File: src/hw/rtl/frg_pkg.sv
package frg_pkg;

    localparam int FIELD_BITS    = 32;
    localparam int STATUS_BITS   = 2;
    localparam int IN_DATA_BITS  = 64;
    localparam int OUT_USED_BITS = 3 * FIELD_BITS + STATUS_BITS;
    localparam int OUT_DATA_BITS = 104;
    localparam int OUT_PAD_BITS  = OUT_DATA_BITS - OUT_USED_BITS;

    // result status codes
    localparam logic [STATUS_BITS-1:0] ST_OK       = 2'd0;
    localparam logic [STATUS_BITS-1:0] ST_ZERO_DEN = 2'd1;
    localparam logic [STATUS_BITS-1:0] ST_OVERFLOW = 2'd2;

    typedef enum logic [2:0] {
        S_IDLE,
        S_EUC_GO,
        S_EUC_WAIT,
        S_NUM_GO,
        S_NUM_WAIT,
        S_DEN_GO,
        S_DEN_WAIT,
        S_OUT
    } t_state;

    // status of the serial divider towards the sequencer
    typedef struct packed {
        logic busy;
        logic done;
    } t_div_stat;

endpackage

File: src/hw/rtl/fraction_reduce_gcd.sv
// Channel   | Direction | Payload (lowest bit first)
// ----------+-----------+-----------------------------------------------------
// s_axis    | in        | numerator_in[31:0], denominator_in[63:32]
// m_axis    | out       | numerator_out, denominator_out, divisor, status, pad
//
// One request runs through a bit-serial restoring divider, one quotient bit per cycle while it is
// busy: Euclid's loop takes one division per step (up to about 46 at 32 bits), and two more
// divisions give the reduced pair; a zero denominator skips the divider and goes straight to
// S_OUT.
// Reset is synchronous and active low; it clears the sequencer and the output valid.
// The next request is taken once the result sits in the output register; a stall holds S_OUT.
module fraction_reduce_gcd #(
    parameter int WORD_BITS = 32
) (
    input  logic                               i_clk,
    input  logic                               i_rst_n,
    input  logic                               s_axis_tvalid,
    output logic                               s_axis_tready,
    // numerator_in [31:0], denominator_in [63:32]
    input  logic [frg_pkg::IN_DATA_BITS-1:0]   s_axis_tdata,
    output logic                               m_axis_tvalid,
    input  logic                               m_axis_tready,
    // numerator_out [31:0], denominator_out [63:32], divisor [95:64],
    // status [97:96], zero pad [103:98]
    output logic [frg_pkg::OUT_DATA_BITS-1:0]  m_axis_tdata
);
    import frg_pkg::*;

    localparam logic [WORD_BITS-1:0] MINV = {1'b1, {(WORD_BITS-1){1'b0}}};
    localparam logic [WORD_BITS-1:0] ONE  = WORD_BITS'(1);

    // Sign-extend a 32-bit field, then keep the working word.
    function automatic logic [WORD_BITS-1:0] from_field(input logic [FIELD_BITS-1:0] f);
        logic signed [63:0] e;
        begin
            e = 64'(signed'(f));
            return e[WORD_BITS-1:0];
        end
    endfunction

    // Sign-extend the working word, then keep the 32-bit field.
    function automatic logic [FIELD_BITS-1:0] to_field(input logic [WORD_BITS-1:0] x);
        logic signed [63:0] e;
        begin
            e = 64'(signed'(x));
            return e[FIELD_BITS-1:0];
        end
    endfunction

    // Magnitude of a signed word; the most negative value maps to 2^(W-1).
    function automatic logic [WORD_BITS-1:0] mag(input logic [WORD_BITS-1:0] x);
        return x[WORD_BITS-1] ? WORD_BITS'(-x) : x;
    endfunction

    t_state r_state, n_state;

    logic [WORD_BITS-1:0]   r_num, r_den;      // operands as taken in
    logic [WORD_BITS-1:0]   r_a, r_b;          // Euclid pair, magnitudes
    logic                   r_pa;              // index parity of the value in r_a
    logic                   r_gsign;           // sign of the divisor
    logic [WORD_BITS-1:0]   r_res_n, r_res_d, r_res_g;
    logic [STATUS_BITS-1:0] r_status;
    logic                   r_out_valid;
    logic [OUT_DATA_BITS-1:0] r_out_data;

    logic [WORD_BITS-1:0] w_num_in, w_den_in;
    logic                 w_accept;
    logic                 w_num_neg, w_den_neg;
    logic                 w_div_start;
    logic [WORD_BITS-1:0] w_dividend, w_divisor;
    logic [WORD_BITS-1:0] w_quo, w_rem;
    t_div_stat            w_div_stat;
    logic                 w_q_neg;
    logic [WORD_BITS-1:0] w_q_signed;
    logic [WORD_BITS-1:0] w_g_signed;
    logic                 w_out_load;

    assign w_num_in  = from_field(s_axis_tdata[FIELD_BITS-1:0]);
    assign w_den_in  = from_field(s_axis_tdata[2*FIELD_BITS-1:FIELD_BITS]);
    assign w_accept  = s_axis_tvalid && s_axis_tready;
    assign w_num_neg = r_num[WORD_BITS-1];
    assign w_den_neg = r_den[WORD_BITS-1];

    assign s_axis_tready = (r_state == S_IDLE);
    assign w_out_load    = (r_state == S_OUT) && (!r_out_valid || m_axis_tready);

    // Steer the shared divider: remainder steps first, then both quotients.
    always_comb begin
        unique case (r_state) inside
            S_NUM_GO, S_NUM_WAIT: begin
                w_dividend = mag(r_num);
                w_divisor  = r_a;
            end
            S_DEN_GO, S_DEN_WAIT: begin
                w_dividend = mag(r_den);
                w_divisor  = r_a;
            end
            default: begin
                w_dividend = r_a;
                w_divisor  = r_b;
            end
        endcase
    end

    assign w_div_start = (r_state == S_EUC_GO) || (r_state == S_NUM_GO) ||
                         (r_state == S_DEN_GO);

    frg_divu #(
        .WORD_BITS (WORD_BITS)
    ) u_divu (
        .i_clk       (i_clk),
        .i_rst_n     (i_rst_n),
        .i_start     (w_div_start),
        .i_dividend  (w_dividend),
        .i_divisor   (w_divisor),
        .o_quotient  (w_quo),
        .o_remainder (w_rem),
        .o_stat      (w_div_stat)
    );

    // Truncating quotient: negate when operand and divisor signs differ.
    // The most negative by minus one wraps back to itself here.
    assign w_q_neg    = ((r_state == S_DEN_WAIT) ? w_den_neg : w_num_neg) ^ r_gsign;
    assign w_q_signed = w_q_neg ? WORD_BITS'(-w_quo) : w_quo;
    assign w_g_signed = r_gsign ? WORD_BITS'(-r_a) : r_a;

    always_ff @(posedge i_clk) begin
        if (!i_rst_n) begin
            r_state <= S_IDLE;
        end else begin
            r_state <= n_state;
        end
    end

    always_comb begin
        n_state = r_state;
        unique case (r_state)
            S_IDLE: begin
                if (w_accept) begin
                    n_state = (w_den_in == '0) ? S_OUT : S_EUC_GO;
                end
            end
            S_EUC_GO: n_state = S_EUC_WAIT;
            S_EUC_WAIT: begin
                if (w_div_stat.done) begin
                    n_state = (w_rem == '0) ? S_NUM_GO : S_EUC_GO;
                end
            end
            S_NUM_GO: n_state = S_NUM_WAIT;
            S_NUM_WAIT: begin
                if (w_div_stat.done) begin
                    n_state = S_DEN_GO;
                end
            end
            S_DEN_GO: n_state = S_DEN_WAIT;
            S_DEN_WAIT: begin
                if (w_div_stat.done) begin
                    n_state = S_OUT;
                end
            end
            S_OUT: begin
                if (w_out_load) begin
                    n_state = S_IDLE;
                end
            end
            default: n_state = S_IDLE;
        endcase
    end

    // Working registers. Remainders carry the dividend's sign, so the value
    // at an even index of the Euclid sequence has the numerator's sign and
    // the one at an odd index the denominator's; only magnitudes are iterated.
    always_ff @(posedge i_clk) begin
        case (r_state)
            S_IDLE: begin
                if (w_accept) begin
                    r_num <= w_num_in;
                    r_den <= w_den_in;
                    r_a   <= mag(w_num_in);
                    r_b   <= mag(w_den_in);
                    r_pa  <= 1'b0;
                    // zero denominator: flag it and drop straight to output
                    r_res_n  <= '0;
                    r_res_d  <= '0;
                    r_res_g  <= '0;
                    r_status <= ST_ZERO_DEN;
                end
            end
            S_EUC_WAIT: begin
                if (w_div_stat.done) begin
                    // advance the pair; once the remainder is zero r_a holds g
                    r_a  <= r_b;
                    r_b  <= w_rem;
                    r_pa <= ~r_pa;
                    r_gsign <= r_pa ? w_num_neg : w_den_neg;
                end
            end
            S_NUM_WAIT: begin
                if (w_div_stat.done) begin
                    r_res_n <= w_q_signed;
                end
            end
            S_DEN_WAIT: begin
                if (w_div_stat.done) begin
                    r_res_d <= w_q_signed;
                    r_res_g <= w_g_signed;
                    r_status <= (r_gsign && (r_a == ONE) && ((r_num == MINV) || (r_den == MINV)))
                                ? ST_OVERFLOW : ST_OK;
                end
            end
            default: begin
            end
        endcase
    end

    // Output register: hold the result until the consumer takes it.
    always_ff @(posedge i_clk) begin
        if (!i_rst_n) begin
            r_out_valid <= 1'b0;
        end else if (w_out_load) begin
            r_out_valid <= 1'b1;
        end else if (m_axis_tready) begin
            r_out_valid <= 1'b0;
        end
    end

    always_ff @(posedge i_clk) begin
        if (w_out_load) begin
            r_out_data <= {{OUT_PAD_BITS{1'b0}}, r_status, to_field(r_res_g),
                           to_field(r_res_d), to_field(r_res_n)};
        end
    end

    assign m_axis_tvalid = r_out_valid;
    assign m_axis_tdata  = r_out_data;

    // The divider is idle whenever a new request may enter.
    a_ready_div_idle: assert property (@(posedge i_clk) disable iff (!i_rst_n)
        s_axis_tready |-> !w_div_stat.busy)
        else $error("request taken while divider busy");

    // Divider completion is only seen while the sequencer waits for it.
    a_done_in_wait: assert property (@(posedge i_clk) disable iff (!i_rst_n)
        w_div_stat.done |-> (r_state == S_EUC_WAIT || r_state == S_NUM_WAIT ||
                             r_state == S_DEN_WAIT))
        else $error("divider done outside a wait state");

    // A zero denominator goes straight to the output with its status.
    a_zero_den: assert property (@(posedge i_clk) disable iff (!i_rst_n)
        (w_accept && w_den_in == '0) |=> (r_state == S_OUT && r_status == ST_ZERO_DEN))
        else $error("zero denominator not flagged");

endmodule

File: src/hw/rtl/frg_divu.sv
module frg_divu #(
    parameter int WORD_BITS = 32
) (
    input  logic                 i_clk,
    input  logic                 i_rst_n,
    input  logic                 i_start,
    input  logic [WORD_BITS-1:0] i_dividend,
    input  logic [WORD_BITS-1:0] i_divisor,
    output logic [WORD_BITS-1:0] o_quotient,
    output logic [WORD_BITS-1:0] o_remainder,
    output frg_pkg::t_div_stat   o_stat
);
    import frg_pkg::*;

    localparam int CW = $clog2(WORD_BITS + 1);

    logic                 r_busy;
    logic [CW-1:0]        r_cnt;
    logic [WORD_BITS-1:0] r_rem;
    logic [WORD_BITS-1:0] r_quo;
    logic [WORD_BITS-1:0] r_dvs;

    logic [WORD_BITS:0]   w_trial;
    logic                 w_fit;
    logic [WORD_BITS-1:0] n_rem;
    logic [WORD_BITS-1:0] n_quo;

    // restoring step: bring down one dividend bit, subtract if it fits
    always_comb begin
        w_trial = {r_rem, r_quo[WORD_BITS-1]};
        w_fit   = (w_trial >= {1'b0, r_dvs});
        n_rem   = w_fit ? WORD_BITS'(w_trial - {1'b0, r_dvs}) : w_trial[WORD_BITS-1:0];
        n_quo   = {r_quo[WORD_BITS-2:0], w_fit};
    end

    always_ff @(posedge i_clk) begin
        if (!i_rst_n) begin
            r_busy <= 1'b0;
            r_cnt  <= '0;
        end else if (i_start && !r_busy) begin
            r_busy <= 1'b1;
            r_cnt  <= CW'(WORD_BITS);
        end else if (r_busy) begin
            if (r_cnt == '0) begin
                r_busy <= 1'b0;
            end else begin
                r_cnt <= r_cnt - CW'(1);
            end
        end
    end

    always_ff @(posedge i_clk) begin
        if (i_start && !r_busy) begin
            r_rem <= '0;
            r_quo <= i_dividend;
            r_dvs <= i_divisor;
        end else if (r_busy && r_cnt != '0) begin
            r_rem <= n_rem;
            r_quo <= n_quo;
        end
    end

    assign o_quotient  = r_quo;
    assign o_remainder = r_rem;
    assign o_stat.busy = r_busy;
    assign o_stat.done = r_busy && (r_cnt == '0);

endmodule
File: config.mk
export PLATFORM = sky130hd
export DESIGN_NAME = fraction_reduce_gcd
export DESIGN_NICKNAME = d
export VERILOG_FILES = /design/src/hw/rtl/frg_pkg.sv /design/src/hw/rtl/fraction_reduce_gcd.sv /design/src/hw/rtl/frg_divu.sv
export SDC_FILE = /design/constraint.sdc
export NUM_CORES = 1
export LEC_CHECK = 0
export BUFFER_PORTS_ARGS = -buffer_cell sky130_fd_sc_hd__clkbuf_2
export CORE_ASPECT_RATIO = 1.75
export CORE_MARGIN = 1.5
export CORE_UTILIZATION = 35
export CTS_CLUSTER_SIZE = 20
export DETAILED_ROUTE_END_ITERATION = 10
export GPL_TIMING_DRIVEN = 0
export PLACE_DENSITY_LB_ADDON = 0.1
export SYNTH_ARGS = -nofsm -noshare
export SYNTH_HDL_FRONTEND = slang
export SYNTH_SLANG_ARGS = --single-unit
File: constraint.sdc
create_clock -name i_clk -period 11.4 [get_ports i_clk]
set_input_delay 1.14 -clock i_clk [delete_from_list [all_inputs] [get_ports i_clk]]
set_output_delay 1.14 -clock i_clk [all_outputs]
set_load 0.01 [all_outputs]
# == After elaboration in Yosys (flattened, before gate mapping) ==
# Index checks and enable logic that the tools add are counted.
# totals
regBits,433
ram_bits,0
word_cells,132
n_memories,0
latchBits,0
romBits,0
# op_classes
div_mod_pow,0
eq_ne,16
reduce_logical,36
mul,0
shift,0
n_mux,48
order_cmp,1
addsub,8
bitwise_logic,4
# op_table
operator,count
$mux 32,17
$pmux 32 s2,6
$neg 32->32,6
$eq 32x32->1 const B,2
$logic_not 32->1,2
$ge 33x32->1,1
$eq 32x1->1 const B,1
$sub 32x32->32,1
$pmux 3 s8,1
$mux 3,6
$mux 6,3
$eq 3x3->1 const B,4
$reduce_bool 2->1,6
$ne 2x1->1 const B,5
$mux 1,9
$reduce_and 3->1,3
$mux 2,4
$reduce_and 2->1,4
$logic_and 1x1->1,7
$eq 3x2->1 const B,2
$logic_not 6->1,1
$reduce_bool 6->1,1
$reduce_or 2->1,3
$sub 6x1->6 const B,1
11 further kinds,17

# == Longest topological paths before layout ==
# Gate-level depths: netlist (run 1).
# depth
depth_word,6
ltp_mapped,12

# == Hierarchy ==
# A second synthesis (run 1) with hierarchy kept.
# hier_totals
hier_cells,2014
hier_area_um2,22300.1
# modules_own_cells
mod,seq_area_each_um2,instances,cells_per_inst,area_each_um2
fraction_reduce_gcd,9869.5,1,1443,16448.3
frg_divu,2702.6,1,571,5851.9

# == Worst setup path before layout (run 1) ==
# No wires, ideal clock.
# synth_path
path_kind,reg2reg
start,register u_divu.r_cnt[0]
end,"register r_res_d[0], enable pin"
setup_ns,0.581
path_stages_with_launch,7
n_path_buf,0
synth_period_minus_slack_ns,6.597
arrival_ns,6.016
required_ns,10.819
slack_ns,4.803
cell_sequence,dfxtp_1 inv_1 ha_1 or3b_2 nor3_1 nand2_1 o21ai_0
# synth_via
elab_chain_cells,4
# synth_lines
element,line,text
"start, declared",frg_divu.sv:18,logic [CW-1:0] r_cnt;
"start signal, assigned",frg_divu.sv:42,r_cnt <= CW'(WORD_BITS);
"start signal, assigned",frg_divu.sv:47,r_cnt <= r_cnt - CW'(1);
$logic_not 6->1,frg_divu.sv:66,assign o_stat.done = r_busy && (r_cnt == '0);
$logic_and 1x1->1,frg_divu.sv:66,
$ne 2x1->1 (no line),-,
$reduce_and 3->1 (no line),-,
"end signal, assigned",fraction_reduce_gcd.sv:205,r_res_d <= w_q_signed;
"end, declared",fraction_reduce_gcd.sv:61,"logic [WORD_BITS-1:0] r_res_n, r_res_d, r_res_g;"
# No other way between the ends.
# A chain may end at the register's enable or synchronous reset.

# == Worst setup path in the final report (run 1) ==
# layout_path
start,register u_divu.r_rem[25] (netlist: u_divu.o_remainder[25])
end,register u_divu.r_rem[25] (netlist: u_divu.o_remainder[25])
# layout_via
elab_chain_cells,2
# layout_lines
element,line,text
"start, declared",frg_divu.sv:19,logic [WORD_BITS-1:0] r_rem;
"start signal, assigned",frg_divu.sv:58,r_rem <= n_rem;
$ge 33x32->1,frg_divu.sv:31,"w_fit = (w_trial >= {1'b0, r_dvs});"
$mux 32,frg_divu.sv:32,"n_rem = w_fit ? WORD_BITS'(w_trial - {1'b0, r_dvs}) : w_trial[WORD_BITS-1:0];"
# No other way between the ends.

==> results of run 1 <==
## cell families after synthesis
kind of cell | share of synthesized area (%)
compound gates | 13.1
other cells | 0.0173
fa+ha+maj | 2.40
mux | 0.973
simple gates | 14.2
buf+inv | 2.94
xor+xnor | 8.54
flops | 57.9
## through the flow
stage / instances / util (%) / instance area (um^2)
2_1_floorplan: 1995 / - / 21700
4_1_cts: 3038 / 41.0 / 25100
6_report: 3043 / 41.0 / 25100
3_5_place_dp: 2964 / 38.9 / 23800
3_3_place_gp: 2955 / 38.5 / 23600
5_1_grt: 3038 / 41.0 / 25100
## worst max-delay path, stage by stage (launching register included)
cell,delay [ps]
dfxtp_1,380
ha_1,290
clkbuf_1,300
and4_1,290
and4_1,390
nor4bb_1,960
nor3_1,90
o211ai_1,340
a21boi_1,340
clkbuf_1,430
nand3_1,200
o311ai_0,140
## cells in the final DEF, fill, tap and decap left out, types with 9 or more instances in the layout
| cell | Yosys | routed |
|---|---|---|
| nand2_1 | 276 | 276 |
| a31oi_1 | 9 | 9 |
| clkinv_2 | 0 | 9 |
| o21ai_1 | 12 | 12 |
| edfxtp_1 | 390 | 390 |
| o221ai_1 | 18 | 18 |
| or2_2 | 11 | 11 |
| xnor2_1 | 55 | 55 |
| mux2i_1 | 20 | 20 |
| dfxtp_1 | 43 | 43 |
| clkbuf_2 | 0 | 167 |
| clkbuf_16 | 0 | 43 |
| or4_1 | 16 | 16 |
| nand3b_1 | 9 | 9 |
| clkbuf_1 | 87 | 94 |
| or3_1 | 25 | 25 |
| a21oi_1 | 53 | 53 |
| ha_1 | 40 | 40 |
| o31ai_1 | 50 | 50 |
| nor4_1 | 22 | 22 |
| nand3_1 | 42 | 42 |
| o22ai_1 | 9 | 9 |
| o21ai_0 | 193 | 191 |
| nor3_1 | 23 | 23 |
| a21o_1 | 9 | 9 |
| nor2b_1 | 14 | 13 |
| inv_1 | 64 | 61 |
| nand2b_1 | 10 | 10 |
| xor2_1 | 157 | 156 |
| nand4_1 | 14 | 14 |
| o41ai_1 | 25 | 25 |
| nor2_1 | 168 | 168 |
## registers in the layout, summed over array words and instances, names as in the netlist, 32 cells and up
register / cells
u_divu.r_dvs: 32
m_axis_tdata: 98
r_res_g: 32
u_divu.o_remainder: 32
r_res_d: 32
r_num: 32
r_b: 32
r_res_n: 32
r_a: 32
r_den: 32
u_divu.o_quotient: 32
## layer usage
metal  GRT usage [%]  share of wire (%)
met1            21.5                 34
met2            44.7                 56
met3            2.51                3.7
met4            13.7                6.4
met5               0              0.014
## power groups by stage
stage / clock, mW / sequential, mW / combinational (mW)
after floorplan: 0 / 2.53 / 0.996
after global placement: 0 / 2.68 / 1.54
after detailed placement: 0 / 2.63 / 1.61
after CTS: 1.40 / 2.60 / 1.62
after global routing: 1.46 / 2.64 / 1.76
final: 1.38 / 2.60 / 1.61
## path summary, 6_finish.rpt
path                            cells past startpoint                endpoint                   start
worst min-delay path                                0        m_axis_tdata[79]             r_res_g[15]
worst max register to register                     11  u_divu.o_remainder[25]  u_divu.o_remainder[25]
worst min register to register                      0        m_axis_tdata[79]             r_res_g[15]
worst max-delay path                               11  u_divu.o_remainder[25]  u_divu.o_remainder[25]
## synthesized netlist by cell type, types with 6 or more instances
cell	n	area share (%)
nand3_1	42	0.97
buf_4	6	0.21
nor4_1	22	0.63
mux2i_1	20	0.92
o41ai_1	25	1.0
buf_1	6	0.10
and2_1	7	0.20
o221ai_1	18	0.73
dfxtp_1	43	4.0
o21bai_1	7	0.24
xnor2_1	55	2.2
inv_1	64	1.1
ha_1	40	2.3
a31oi_1	9	0.26
o21ai_0	193	4.4
or3_1	25	0.72
edfxtp_1	390	54
nand2b_1	10	0.29
o311ai_0	8	0.32
nor2_1	168	2.9
a21o_1	9	0.31
o21ai_1	12	0.28
o31ai_1	50	1.7
xor2_1	157	6.3
a21oi_1	53	1.2
o22ai_1	9	0.26
nand4_1	14	0.40
nand3b_1	9	0.31
clkbuf_1	87	1.5
a32oi_1	7	0.28
nor3_1	23	0.53
o21a_1	7	0.24
or4_1	16	0.55
or2_2	11	0.32
nor2b_1	14	0.40
nand2_1	276	4.8
and3_1	7	0.20
## area by class of cell
class | count | area (um^2) | area share (%)
Buffer | 100 | 399 | 1.59
Antenna cell | 5 | 12.5 | 0.0498
Clock buffer | 50 | 1100 | 4.38
Inverter | 64 | 240 | 0.955
Timing Repair Buffer | 176 | 1020 | 4.07
Sequential cell | 433 | 12600 | 50.0
Tap cell | 793 | 992 | 3.95
Clock inverter | 24 | 223 | 0.886
Multi-Input combinational cell | 1398 | 8580 | 34.1
==> impl_metrics.toml, run 1 <==
[status]
status = "completed"

[synthesis]
synth_edf_count = 390
yosys_register_bits = 433
synthArstFlopShare_pct = 0
avgSynthCellArea_um2 = 10.9
synth.distinct_cells = 74
ys.warnings.count = 0
ys_seq_area_share_pct = 57.9
synth-main-ff-cell = "edfxtp_1"
syn_area_um2 = 21700
syn_inst = 1990

[layout]
drive_gt1_share_pct = 12.3
syn_to_final_growth_pct = 15.7
n_fill_cell = 6045
fin_nets = 2323

[detailed_routing]
first_pass_iters = 7
drtIter0Drc = 961
vias_per_cell = 5.29
ant_nets = 0
vias = 16111
drc = 0
wl_per_cell_um = 23.7
routed_wl_um = 72100

[power]
p_total_mw = 5.59
power.switching_mw = 2.04
pwr_density_cell_nw_per_um2 = 222
leakagePower_nw = 9.12
seqPwrFrac_pct = 46.5
peakVddDrop_v = 0.000135
swShare_pct = 36.5
p_int_mw = 3.55
power_frac_comb_pct = 28.8
p_clk_share_pct = 24.6

[global_routing]
grt_max_degree = 61
grt_usage_pct = 22.6
grt_pass1_wl_um = 105000
grt_antenna_before_repair = 6
grt_overflow = 0
grt_pass1_vias = 16673

[placed_design]
post-place-ws_ps = 7010
portBuffers = 167
place.gp.congestion = 0.989
place_hpwl_um = 58200

[timing]
hold_violations = 0
tightest_slew_ps = 1270
fin_tns_setup_ps = 0
post-route-min-period_ps = 4300
worst_slack_ps = 7100
fin_skew_ps = 26.6
rsz0062_at_grt = "no"
post-route-period-util_pct = 37.7
clock.fmax_ghz = 0.232
setup_viol = 0
drv_slew = 0
holdWs_ps = 413
maxSlewHeadroom_pct = 14.2

[clock_tree]
cts.path.max_buffers = 3
clock-sinks = 433
path_clk_slew_ps = 60
cts_root_buffer = "clkbuf_16"
cts_resized = 0
cts_setup_buffers = 0
htree_levels = 2
cts_hold_buffers = 0
clock_latency_ps = 570
cts-buffers-inserted = 41
cts_tree = "done"

[setup_path]
r2r_slack_ps = 7100
critPathCaptureType = "register"
cp_max_fo = 10
cp.required_ps = 11800
cp_data_arrival_time_ps = 4700
startpoint_type = "register"
critPathKind = "reg2reg"

[die]
core_um2 = 61300
initial_core_util_pct = 35.5
rows = 120
ios = 174
dieWidth_um = 191
chipHeight_um = 333
die-area_um2 = 63700

[min_path]
holdCritPathClass = "reg2reg"

[run]
max_cap_viol_count = 0
No activity file was read; power rests on OpenSTA's default activity.
==> run 2, diff against run 1 <==
--- a/config.mk
+++ b/config.mk
@@ -5,6 +5,7 @@
 export SDC_FILE = /design/constraint.sdc
 export NUM_CORES = 1
 export LEC_CHECK = 0
+export ABC_AREA = 1
 export BUFFER_PORTS_ARGS = -buffer_cell sky130_fd_sc_hd__clkbuf_2
 export CORE_ASPECT_RATIO = 1.75
 export CORE_MARGIN = 1.5
==> constraint.sdc (replaced) <==
create_clock -name i_clk -period 4.5 [get_ports i_clk]
set_input_delay 0.45 -clock i_clk [delete_from_list [all_inputs] [get_ports i_clk]]
set_output_delay 0.45 -clock i_clk [all_outputs]
set_load 0.01 [all_outputs]
==> impl_metrics.toml, run 2 <==
[timing]
drv_slew = 0
rsz0062_at_grt = "no"
clock.fmax_ghz = 0.305
maxSlewHeadroom_pct = 34.1
post-route-period-util_pct = 72.9
setup_viol = 0
fin_skew_ps = 33.2
post-route-min-period_ps = 3280
hold_violations = 0
tightest_slew_ps = 988

[global_routing]
grt_pass1_vias = 21531
grt_max_degree = 38
grt_pass1_wl_um = 151000
grt_overflow = 0
grt_usage_pct = 30.3
grt_antenna_before_repair = 12

[setup_path]
cp_slowest_stage_delay_ps = 600
critPathKind = "reg2reg"
startpoint_type = "register"
critPathTopFamily = "simple AND/OR/NAND/NOR gates"
crit_chain = "nor2_1, nand2_1, nand2_1, buf_2, buf_2, o211ai_1, a41oi_1"
critPathCaptureType = "register"
cp_max_fo = 10
crit_slowest_cell = "a41oi_1"
cp.required_ps = 4800
cp_data_arrival_time_ps = 3580
path_buf_inv = 2

[synthesis]
synth.distinct_cells = 50
synth_top_area_cell = "edfxtp_1"
yosys_register_bits = 433
ys_seq_area_share_pct = 51.7
synth_edf_count = 390
synth_area_leaders = "edfxtp_1, nand2_1, nand3_1"
synth-main-ff-cell = "edfxtp_1"
yosysMostFrequentCell = "nand2_1"
syn_area_um2 = 24300
avgSynthCellArea_um2 = 8.19
synthArstFlopShare_pct = 0
yosysTopAreaCellShare_pct = 48.1
syn_inst = 2973
synth_common_cells = "nand2_1, edfxtp_1, inv_1"
ys.warnings.count = 0

[die]
die-area_um2 = 71200
chipHeight_um = 352
initial_core_util_pct = 35.5
rows = 127
dieWidth_um = 202
ios = 174
core_um2 = 68600

[clock_tree]
cts.path.max_buffers = 3
cts_root_buffer = "clkbuf_16"
clock-sinks = 433
clock_latency_ps = 580
path_clk_slew_ps = 60
cts_tree = "done"
cts_resized = 0
htree_levels = 2
cts-buffers-inserted = 42
cts_setup_buffers = 0
cts_hold_buffers = 0

[layout]
fin_cells = 4142
syn_to_final_growth_pct = 14.8
fin_nets = 3309
drive_gt1_share_pct = 10.1
mostFrequentLayoutCells = "nand2_1, edfxtp_1, inv_1"
final_common_cell = "nand2_1"
largest_reg_flops = 98
stdcell_area_um2 = 27900

[min_path]
holdCritPathClass = "in2reg"

[detailed_routing]
drtIter0Drc = 1299
first_pass_iters = 5
wl_per_cell_um = 26.0
vias = 21234
vias_per_cell = 5.13
routed_wl_um = 108000
drc = 0
ant_nets = 0

[placed_design]
place_hpwl_um = 90500
dpl_cell_area_um2 = 26600
place.gp.congestion = 1.06
portBuffers = 167
placed_cells = 4059

[power]
peakVddDrop_v = 0.000257
pwr_density_cell_nw_per_um2 = 613
leakagePower_nw = 11.9

[status]
status = "completed"

[run]
max_cap_viol_count = 0
-- run 2: worst paths after layout --
path | from | to | slack, ps | cells after the start
setup / recovery | r_state[0] | u_divu.o_quotient[1] | 1220 | 7
setup reg to reg | r_state[0] | u_divu.o_quotient[1] | 1220 | 7
hold / removal | s_axis_tdata[47] | r_den[15] | 100 | 1
hold reg to reg | r_res_n[18] | m_axis_tdata[18] | 420 | 0
-- run 2: cell families (layout without fill, tap and decap cells) --
| logic type | count (synthesis) | after routing | synth area share, % |
|---|---|---|---|
| flip-flops | 433 | 433 | 51.7 |
| other | 1 | 12 | 0.0154 |
| AO/OA/AOI/OAI | 352 | 352 | 7.75 |
| buffers and inverters | 482 | 737 | 7.88 |
| adder cells (fa/ha/maj) | 41 | 41 | 2.14 |
| XOR/XNOR | 81 | 81 | 2.92 |
| AND/OR/NAND/NOR | 1583 | 1583 | 27.6 |
-- run 2: final cells by class --
cell class                      count  area [um^2]
Inverter                          391         1470
Timing Repair Buffer              178         1070
Clock buffer                       52         1120
Clock inverter                     25          186
Sequential cell                   433        12600
Buffer                             91          452
Tap cell                          903         1130
Fill cell                        7188        40700
Antenna cell                        6         15.0
Multi-Input combinational cell   2063         9920
-- run 2: worst register-to-register path, cell delays in order (launching register included) --
cell and delay [ps]:
dfxtp_1 360, nor2_1 170, nand2_1 500, nand2_1 330
buf_2 310, buf_2 380, o211ai_1 360, a41oi_1 600
-- run 2: through the flow --
stage,worst slack [ps],utilization (%),hold slack [ps],power (mW),setup TNS (ps)
CTS,1310,40.7,78.1,17.2,0
detailed placement,1310,38.8,405,13.7,0
finish,1220,40.7,97.3,17.1,0
global placement,-1560,38.4,401,13.6,-184560
floorplan,655,-,400,10.4,0
global route,1220,40.7,87.6,17.9,0
-- run 2: per-layer routing --
layer  vias up  GRT usage, %  routed length (um)
li1      10312             -                   -
met1      9941          26.4               33700
met2       666          57.9               57000
met3       305          3.85                3950
met4        10          30.6               12900
met5         -             0                  76
-- run 2: power by group --
part	leakage [nW]	internal (mW)	switching, mW
logic	7.24	1.63	5.02
registers	4.02	6.10	0.953
clock network	0.626	1.85	1.58
total	11.9	9.57	7.56
